$ cat config.mk
export PLATFORM = sky130hd
export DESIGN_NAME = value_table_insert_search_update_unit
export DESIGN_NICKNAME = d
export VERILOG_FILES = /design/src/vtisu_pkg.sv /design/src/value_table_insert_search_update_unit.sv
export SDC_FILE = /design/constraint.sdc
export NUM_CORES = 2
export LEC_CHECK = 0
export BUFFER_PORTS_ARGS = -buffer_cell sky130_fd_sc_hd__buf_2
export CELL_PAD_IN_SITES_DETAIL_PLACEMENT = 1
export CELL_PAD_IN_SITES_GLOBAL_PLACEMENT = 2
export CORE_MARGIN = 8
export CORE_UTILIZATION = 30
export CTS_CLUSTER_SIZE = 16
export DETAILED_ROUTE_END_ITERATION = 8
export HOLD_SLACK_MARGIN = 0.06
export PLACE_DENSITY = 0.53
export SYNTH_ARGS = -nofsm -noshare
export SYNTH_HDL_FRONTEND = slang
export SYNTH_SLANG_ARGS = --single-unit
$ cat constraint.sdc
create_clock -name clk -period 9.9 [get_ports clk]
set_input_delay 0.99 -clock clk [delete_from_list [all_inputs] [get_ports clk]]
set_output_delay 0.99 -clock clk [all_outputs]
set_load 0.01 [all_outputs]
$ cat src/vtisu_pkg.sv
// Shared types and codes for the value table insert/search/update unit.
// No dependencies; used by value_table_insert_search_update_unit and its testbench.
package vtisu_pkg;

  // Request opcodes
  localparam logic [1:0] CMD_INSERT = 2'd0;
  localparam logic [1:0] CMD_SEARCH = 2'd1;
  localparam logic [1:0] CMD_UPDATE = 2'd2;

  // Result status codes
  localparam logic [2:0] STAT_INSERTED    = 3'd0;
  localparam logic [2:0] STAT_FULL        = 3'd1;
  localparam logic [2:0] STAT_FOUND       = 3'd2;
  localparam logic [2:0] STAT_NOT_FOUND   = 3'd3;
  localparam logic [2:0] STAT_UPDATED     = 3'd4;
  localparam logic [2:0] STAT_UPDATE_MISS = 3'd5;

  localparam logic signed [31:0] VALUE_MISS = -32'sd1;

  typedef enum logic {
    ST_IDLE,
    ST_SCAN
  } state_t;

endpackage

$ cat src/value_table_insert_search_update_unit.sv
// Top level of the value table: entry memory, fill count and scan sequencer.
// Depends on vtisu_pkg for opcodes, status codes and the state type.

// A request is taken when start is high and busy is low; exactly one result
// follows as a one-cycle out_valid strobe that cannot be held off. Insert and
// the unused opcode answer without a scan. Search and update walk the filled
// entries from index 0 through the entry memory's registered read port, one read per
// cycle; a scan stops at the first match (lowest index) or after the last
// filled entry, and an empty table answers without a scan.
// Entries are not cleared at reset and need no clearing pass; only entries
// below the fill count are ever compared.
module value_table_insert_search_update_unit #(
  parameter int CAPACITY = 128
) (
  input  logic               clk,
  input  logic               rst_n,
  input  logic               start,
  output logic               busy,
  input  logic [1:0]         in_cmd,
  input  logic signed [31:0] in_key_value,
  input  logic signed [31:0] in_new_value,
  output logic               out_valid,
  output logic [2:0]         out_status,
  output logic signed [31:0] out_result_value
);

  localparam int IDX_W  = (CAPACITY > 1) ? $clog2(CAPACITY) : 1;
  localparam int FILL_W = $clog2(CAPACITY + 1);
  localparam logic [FILL_W-1:0] FILL_MAX = FILL_W'(CAPACITY);

  // Entry memory, undefined until written
  logic signed [31:0] mem [CAPACITY];

  vtisu_pkg::state_t   state_r, state_nxt;
  logic [FILL_W-1:0]   fill_r, fill_nxt;
  logic [IDX_W-1:0]    scan_idx_r, scan_idx_nxt;
  logic [IDX_W-1:0]    rd_idx_r;
  logic                rd_pend_r, rd_pend_nxt;
  logic signed [31:0]  rd_data_r;
  logic                upd_r, upd_nxt;
  logic signed [31:0]  key_r, key_nxt;
  logic signed [31:0]  new_r, new_nxt;
  logic                out_valid_r, out_valid_nxt;
  logic [2:0]          out_status_r, out_status_nxt;
  logic signed [31:0]  out_value_r, out_value_nxt;

  logic                mem_we;
  logic [IDX_W-1:0]    mem_waddr;
  logic signed [31:0]  mem_wdata;

  logic                accept;
  logic                full;
  logic [IDX_W-1:0]    last_idx;
  logic                hit;
  logic                last;
  logic                done;

  assign accept   = start && (state_r == vtisu_pkg::ST_IDLE);
  assign full     = (fill_r == FILL_MAX);
  assign last_idx = IDX_W'(fill_r - FILL_W'(1));
  assign hit      = rd_pend_r && (rd_data_r == key_r);
  assign last     = rd_pend_r && (rd_idx_r == last_idx);
  assign done     = hit || last;

  // Next state
  always_comb begin
    state_nxt = state_r;
    unique case (state_r)
      vtisu_pkg::ST_IDLE: begin
        if (accept && (in_cmd == vtisu_pkg::CMD_SEARCH || in_cmd == vtisu_pkg::CMD_UPDATE)
            && (fill_r != '0)) begin
          state_nxt = vtisu_pkg::ST_SCAN;
        end
      end
      vtisu_pkg::ST_SCAN: begin
        if (done) begin
          state_nxt = vtisu_pkg::ST_IDLE;
        end
      end
      default: state_nxt = vtisu_pkg::ST_IDLE;
    endcase
  end

  // Datapath, memory write and result for each state
  always_comb begin
    fill_nxt       = fill_r;
    scan_idx_nxt   = scan_idx_r;
    rd_pend_nxt    = 1'b0;
    upd_nxt        = upd_r;
    key_nxt        = key_r;
    new_nxt        = new_r;
    out_valid_nxt  = 1'b0;
    out_status_nxt = out_status_r;
    out_value_nxt  = out_value_r;
    mem_we         = 1'b0;
    mem_waddr      = IDX_W'(fill_r);
    mem_wdata      = in_key_value;
    unique case (state_r)
      vtisu_pkg::ST_IDLE: begin
        if (accept) begin
          upd_nxt      = (in_cmd == vtisu_pkg::CMD_UPDATE);
          key_nxt      = in_key_value;
          new_nxt      = in_new_value;
          scan_idx_nxt = '0;
          unique case (in_cmd)
            vtisu_pkg::CMD_INSERT: begin
              // Append or report full
              out_valid_nxt = 1'b1;
              out_value_nxt = '0;
              if (full) begin
                out_status_nxt = vtisu_pkg::STAT_FULL;
              end else begin
                out_status_nxt = vtisu_pkg::STAT_INSERTED;
                mem_we         = 1'b1;
                fill_nxt       = fill_r + FILL_W'(1);
              end
            end
            vtisu_pkg::CMD_SEARCH: begin
              // Empty table misses at once
              if (fill_r == '0) begin
                out_valid_nxt  = 1'b1;
                out_status_nxt = vtisu_pkg::STAT_NOT_FOUND;
                out_value_nxt  = vtisu_pkg::VALUE_MISS;
              end
            end
            vtisu_pkg::CMD_UPDATE: begin
              if (fill_r == '0) begin
                out_valid_nxt  = 1'b1;
                out_status_nxt = vtisu_pkg::STAT_UPDATE_MISS;
                out_value_nxt  = '0;
              end
            end
            default: begin
              // Unused opcode: report not found with zero value
              out_valid_nxt  = 1'b1;
              out_status_nxt = vtisu_pkg::STAT_NOT_FOUND;
              out_value_nxt  = '0;
            end
          endcase
        end
      end
      vtisu_pkg::ST_SCAN: begin
        // Advance the read pointer, holding at the last filled entry
        rd_pend_nxt = !done;
        if (scan_idx_r != last_idx) begin
          scan_idx_nxt = scan_idx_r + IDX_W'(1);
        end
        if (hit) begin
          out_valid_nxt = 1'b1;
          if (upd_r) begin
            out_status_nxt = vtisu_pkg::STAT_UPDATED;
            out_value_nxt  = '0;
            mem_we         = 1'b1;
            mem_waddr      = rd_idx_r;
            mem_wdata      = new_r;
          end else begin
            out_status_nxt = vtisu_pkg::STAT_FOUND;
            out_value_nxt  = key_r;
          end
        end else if (last) begin
          out_valid_nxt = 1'b1;
          if (upd_r) begin
            out_status_nxt = vtisu_pkg::STAT_UPDATE_MISS;
            out_value_nxt  = '0;
          end else begin
            out_status_nxt = vtisu_pkg::STAT_NOT_FOUND;
            out_value_nxt  = vtisu_pkg::VALUE_MISS;
          end
        end
      end
      default: begin
        rd_pend_nxt = 1'b0;
      end
    endcase
  end

  // Entry memory: one write port, one registered read port
  always_ff @(posedge clk) begin
    if (mem_we) begin
      mem[mem_waddr] <= mem_wdata;
    end
    rd_data_r <= mem[scan_idx_r];
  end

  // Control registers
  always_ff @(posedge clk) begin
    if (!rst_n) begin
      state_r     <= vtisu_pkg::ST_IDLE;
      fill_r      <= '0;
      rd_pend_r   <= 1'b0;
      out_valid_r <= 1'b0;
    end else begin
      state_r     <= state_nxt;
      fill_r      <= fill_nxt;
      rd_pend_r   <= rd_pend_nxt;
      out_valid_r <= out_valid_nxt;
    end
  end

  // Payload registers
  always_ff @(posedge clk) begin
    scan_idx_r   <= scan_idx_nxt;
    rd_idx_r     <= scan_idx_r;
    upd_r        <= upd_nxt;
    key_r        <= key_nxt;
    new_r        <= new_nxt;
    out_status_r <= out_status_nxt;
    out_value_r  <= out_value_nxt;
  end

  assign busy             = (state_r != vtisu_pkg::ST_IDLE);
  assign out_valid        = out_valid_r;
  assign out_status       = out_status_r;
  assign out_result_value = out_value_r;

  // A taken request either answers next cycle or starts a scan
  a_accept_progress: assert property (@(posedge clk) disable iff (!rst_n)
    (start && !busy) |=> (out_valid || busy))
    else $error("request neither answered nor scanning");

  // Fill count never passes capacity
  a_fill_bound: assert property (@(posedge clk) disable iff (!rst_n)
    fill_r <= FILL_MAX)
    else $error("fill count beyond capacity");

  // Compared entries always lie below the fill count
  a_read_filled: assert property (@(posedge clk) disable iff (!rst_n)
    rd_pend_r |-> (FILL_W'(rd_idx_r) < fill_r))
    else $error("compare of an unfilled entry");

  // A result never appears in the middle of a scan that continues
  a_scan_ends: assert property (@(posedge clk) disable iff (!rst_n)
    (busy && out_valid_nxt) |=> !busy)
    else $error("result issued while scan continues");

endmodule

### After elaboration in Yosys (flattened, before gate mapping)

Memory sizes are Yosys's and may differ from the RTL's. A register that Yosys moved wholly into a read port is not among the register bits.
Index checks and enable logic that the tools add are counted.

* bits in registers: 125
* bits in writable memories: 4096
* memories: 1

* $add $sub $neg: 3
* equal/unequal tests: 11
* muxes and demuxes: 45
* bitwise operators: 2
* reduce and logical (&&, ||, !) cells: 17

Memories
* mem: depth 128, width 32, rd ports 1, clocked after Yosys merged registers in 1, write ports 1, line value_table_insert_search_update_unit.sv:32 `logic signed [31:0] mem [CAPACITY];`

Operators with widths (count)
* $mux W32: 10
* $pmux W32 S2: 2
* $mux W7: 5
* $eq A32 B32 Y1: 1
* $mux W3: 7
* $mux W1: 15
* $pmux W7 S2: 1
* $pmux W3 S3: 1
* $add A8 B1 Y8 const B: 1
* $eq A8 B8 Y1 const B: 1
* $logic_not A8 Y1: 1
* $reduce_and A4 Y1: 2
* $reduce_bool A8 Y1: 1
* $add A7 B1 Y7 const B: 1
* $eq A7 B7 Y1: 1
* $ne A7 B7 Y1: 1
* $sub A7 B1 Y7 const B: 1
* $ne A3 B2 Y1 const B: 2
* $pmux W1 S2: 3
* $pmux W3 S2: 1
* $reduce_and A2 Y1: 3
* $logic_and A1 B1 Y1: 5
* $ne A3 B1 Y1 const B: 1
* $eq A2 B1 Y1 const B: 1
* other kinds (8): 10

### Logic depth before layout (Yosys ltp)

* depth after elaboration: 7
* gate-level depth with buffers: 11
* depth with buffers taken out: 8

### Worst setup path after synthesis

No wires, ideal clock.

* path type: input -> register
* from: input port start
* to: memory mem[57][0], enable pin
* setup time: 0.502 ns
* data arrival time: 7.945 ns
* data required time: 9.398 ns
* setup slack: 1.453 ns
* cell stages on the path: 6
* buffers on the path: 2
* path through: nor2b_1 -> and3_1 -> nor2_1 -> buf_2 -> clkbuf_1 -> nor4_1

* cells in the longest elaborated chain, start to end: 5

Ends and longest elaborated chain
* start: declaration: line value_table_insert_search_update_unit.sv:17 `input logic start,`
* $logic_and A1 B1 Y1: line value_table_insert_search_update_unit.sv:58 `assign accept = start && (state_r == vtisu_pkg::ST_IDLE);`
* $mux W1: line value_table_insert_search_update_unit.sv:100 `if (accept) begin`
* $pmux W1 S2: line value_table_insert_search_update_unit.sv:98 `unique case (state_r)`
* $mux W1: line value_table_insert_search_update_unit.sv:179 `if (mem_we) begin`
* $mux W1 (implied by the code): line value_table_insert_search_update_unit.sv:180 `mem[mem_waddr] <= mem_wdata;`
* end: declaration: line value_table_insert_search_update_unit.sv:32

No other way between the ends.

==> summary.md <==
| Metric | Value |
|---|---|
| Avg Cell Area, Syn | `22.5 um2` |
| Initial antenna violation count | `34` |
| Drt via density | `5.16` |
| Hold_sp | `in_new_value[31]` |
| RR Startpoint | `scan_idx_r[2]` |
| Final period utilization | `0.553` |
| Mapped Cells | `7266` |
| Via count | `79315` |
| Clock skew | `70.9 ps` |
| NumNets Final | `7814` |
| Xor and xnor fraction of the mapped netlist area | `0.00316` |
| Root Buffer | `clkbuf_16` |
| Gr busiest metal | `met2` |
| Synth async-reset ratio | `0` |
| Outcome | `finished, violations left` |
| Largest area contributor in the netlist | `edfxtp_1` |
| Die height | `755 um` |
| Max Slew Vio Count | `2` |
| Post-synth EDFFs | `4203` |
| Crit path kind | `reg2reg` |
| DRC | `0` |
| Simple-Gate Fraction of Synth Area | `0.0201` |
| Hpwl dp | `286000 um` |
| Ys Warns | `0` |
| FF-to-FF path depth | `9` |
| Total GRT Usage | `0.175` |
| CTS Buffer Depth | `4` |
| Synth cell types | `52` |
| Layout area overhead | `16.4%` |
| Detailed Routing Iterations Pass 1 | `5` |
| CP Capture Type | `flip-flop` |
| Gr ovfl total | `0` |
| CP required | `10670 ps` |
| Post-synth top cells | `edfxtp_1 (4203), mux4_2 (1021), mux2i_1 (349), buf_2 (218), a211oi_1 (205)` |
| I/O pins | `106` |
| GR Util met2 | `0.290` |
| Met1 GRT Util | `0.244` |
| Peak VDD IR | `0.159 mV` |
| Vias in the first global route | `84079` |
| FF+latch area | `127000 um2` |
| Setup-failing EPs final | `0` |
| Filler cells | `52527` |
| HP Class | `in2reg` |
| Failing checks | `capacitance limit, slew limit` |
| Slew headroom | `-0.0682` |
| Core Rows | `271` |
| Clock transition at the registers of the reported paths | `60 ps` |
| Core Footprint | `544000 um2` |
| Setup slack, reg-to-reg | `4430 ps` |
| Register bit total from synthesis | `4253` |
| Post-synthesis compound-gate area fraction | `0.0214` |
| Worst Tran Pin Value | `1590 ps` |
| Share of cells above drive strength 1 | `0.288` |
| RSZ-0062 raised after global routing | `no` |
| CTS Buf Count | `453` |
| Total routed wirelength | `513000 um` |
| Placer congestion estimate | `0.776` |
| Mux cell area share after synthesis | `0.165` |
| Synth Net Count | `7342` |
| Max Clock Freq | `183 MHz` |
| Most instantiated library cell after synthesis | `edfxtp_1` |
| Sequential area share after synthesis | `0.777` |
| Startpoint types | `flip-flop` |
| WHS Endpoint | `new_r[31]` |
| Die ar. | `569000 um2` |
| PwrDens | `203 nW/um2` |
| Setup TNS | `0 ps` |
| Fin. Hold Viols | `0` |
| Area share of the largest cell type after synthesis | `0.771` |
| Post-Syn Area | `164000 um2` |
| Post-CTS resize count | `0` |
| Number of port buffers | `105` |
| Minimum clock period | `5470 ps` |
| Skew-Pair Late Insertion Delay | `1020 ps` |
| First-pass GRT wire length | `707000 um` |
| CTS H-tree depth | `5` |
| Largest net degree at the start of global routing | `129` |
| Critical path arrival | `6240 ps` |
| Number of max-cap violations | `1` |
| Clock Sinks | `4253` |
| Largest family of logic cells by synthesized area | `multiplexers` |
| Dominant cells by area after synthesis | `edfxtp_1 (77%), mux4_2 (14%), mux2i_1 (2.1%), a211oi_1 (0.94%), nor2b_1 (0.70%)` |
| Main synth FF type | `edfxtp_1` |
| Wire per inst | `33.3 um` |
| CTS tree | `done` |
| CP Max Fanout | `62` |
| Drt initial violations | `7098` |
| Post-CTS Setup Inserts | `0` |
| Met3 GRT Util | `0.0267` |
| Post-DRT Antenna Nets | `0` |
| Hold depth | `1` |
| Fin util | `0.350` |
| Die width | `755 um` |
| Initial Util | `0.301` |
| Post-Synth Adder-Cell Area | `0.000535` |
| Leakage | `58.0 nW` |
| Area occupied by multi-input gates | `36100 um2` |
| FF-to-FF End | `rd_data_r[17]` |
==> layout by cell type (no fill, tap or decap), drive strengths merged, types with 4 or more instances in the layout <==
master	instances
edfxtp	4203
mux4	1021
clkbuf	566
buf	444
mux2i	349
clkinv	209
a211oi	205
nor2b	183
nor4	161
a21oi	84
nor3	60
nor2	59
a22oi	58
dfxtp	50
o22ai	50
mux2	47
xnor2	45
bufinv	40
o21ai	38
a22o	30
diode	27
nand2	26
inv	23
dlygate4sd3	21
o221ai	19
nand4	17
and2	16
xor2	14
nand3	12
clkinvlp	11
nand2b	10
and3	8
ha	7
a211o	6
a41oi	4
nor3b	4
==> metal layers <==
| metal | up-vias | routed length [um] | part of all wire |
|---|---|---|---|
| li1 | 31983 | - | - |
| met2 | 2264 | 246000 | 0.48 |
| met1 | 44501 | 225000 | 0.44 |
| met3 | 567 | 28700 | 0.056 |
| met5 | - | 0 | 0 |
| met4 | 0 | 13100 | 0.026 |
==> worst max path at each step <==
stage                  start       endpoint  slack (ps)
2_1_floorplan          start     mem[57][0]        1450
3_3_place_gp   scan_idx_r[0]  rd_data_r[31]        3840
3_5_place_dp   scan_idx_r[2]  rd_data_r[17]        4330
4_1_cts        scan_idx_r[2]  rd_data_r[17]        4330
5_1_grt        scan_idx_r[2]  rd_data_r[17]        4310
6_report       scan_idx_r[2]  rd_data_r[17]        4430
==> metrics by stage <==
stage                     setup WS [ps]  power [mW]  hold WS (ps)  area (um2)  std cells
after floorplan                    1450        21.4           343      164000       7266
after global placement             3840        22.3           617      176000      14493
after detailed placement           4330        22.4           637      176000      14496
after CTS                          4330        39.2          61.1      190000      15357
after global routing               4310        39.9          94.0      190000      15358
final                              4430        38.7           174      191000      15384
==> state kept, by name, summed over array words and instances, names as in the netlist <==
register,cells
rd_data_r,32
fill_r,8
out_status,3
rd_pend_r,1
busy,1
scan_idx_r,7
mem,4096
new_r,32
key_r,32
out_result_value,32
out_valid,1
rd_idx_r,7
upd_r,1
==> area by class of cell <==
type	count	share of cell area
Sequential cell	4253	0.668
Multi-Input combinational cell	2556	0.189
Clock buffer	566	0.0631
Tap cell	7234	0.0475
Timing Repair Buffer	465	0.0187
Clock inverter	274	0.0131
Antenna cell	27	0.000355
Inverter	9	0.000177
==> power breakdown <==
group | switching (mW) | leakage, nW | internal (mW)
Clock | 7.18 | 7.11 | 9.62
Sequential | 0.0474 | 38.3 | 19.9
Combinational | 1.36 | 12.6 | 0.685
==> cell families (layout without fill, tap and decap cells) <==
group                    Yosys count  count (layout)
adder cells (fa/ha/maj)            7               7
AO/OA/AOI/OAI                    505             505
AND/OR/NAND/NOR                  568             568
buffers and inverters            457            1314
multiplexers                    1417            1417
other                              0              27
XOR/XNOR                          59              59
flip-flops                      4253            4253
==> repair_timing <==
item	in CTS	in global routing
hold endpoints to repair	21	0
endpoints found under the setup margin	0	0
hold buffers	21	0
==> critical path, cell delays in order (launching register included) <==
cell	delay (ps)
edfxtp_1	770
buf_4	560
buf_12	390
buf_4	620
mux4_2	400
nor2b_1	140
a211oi_1	640
a211oi_1	240
nor4_1	850
a211oi_1	410
(Power assumes the default switching activity.)
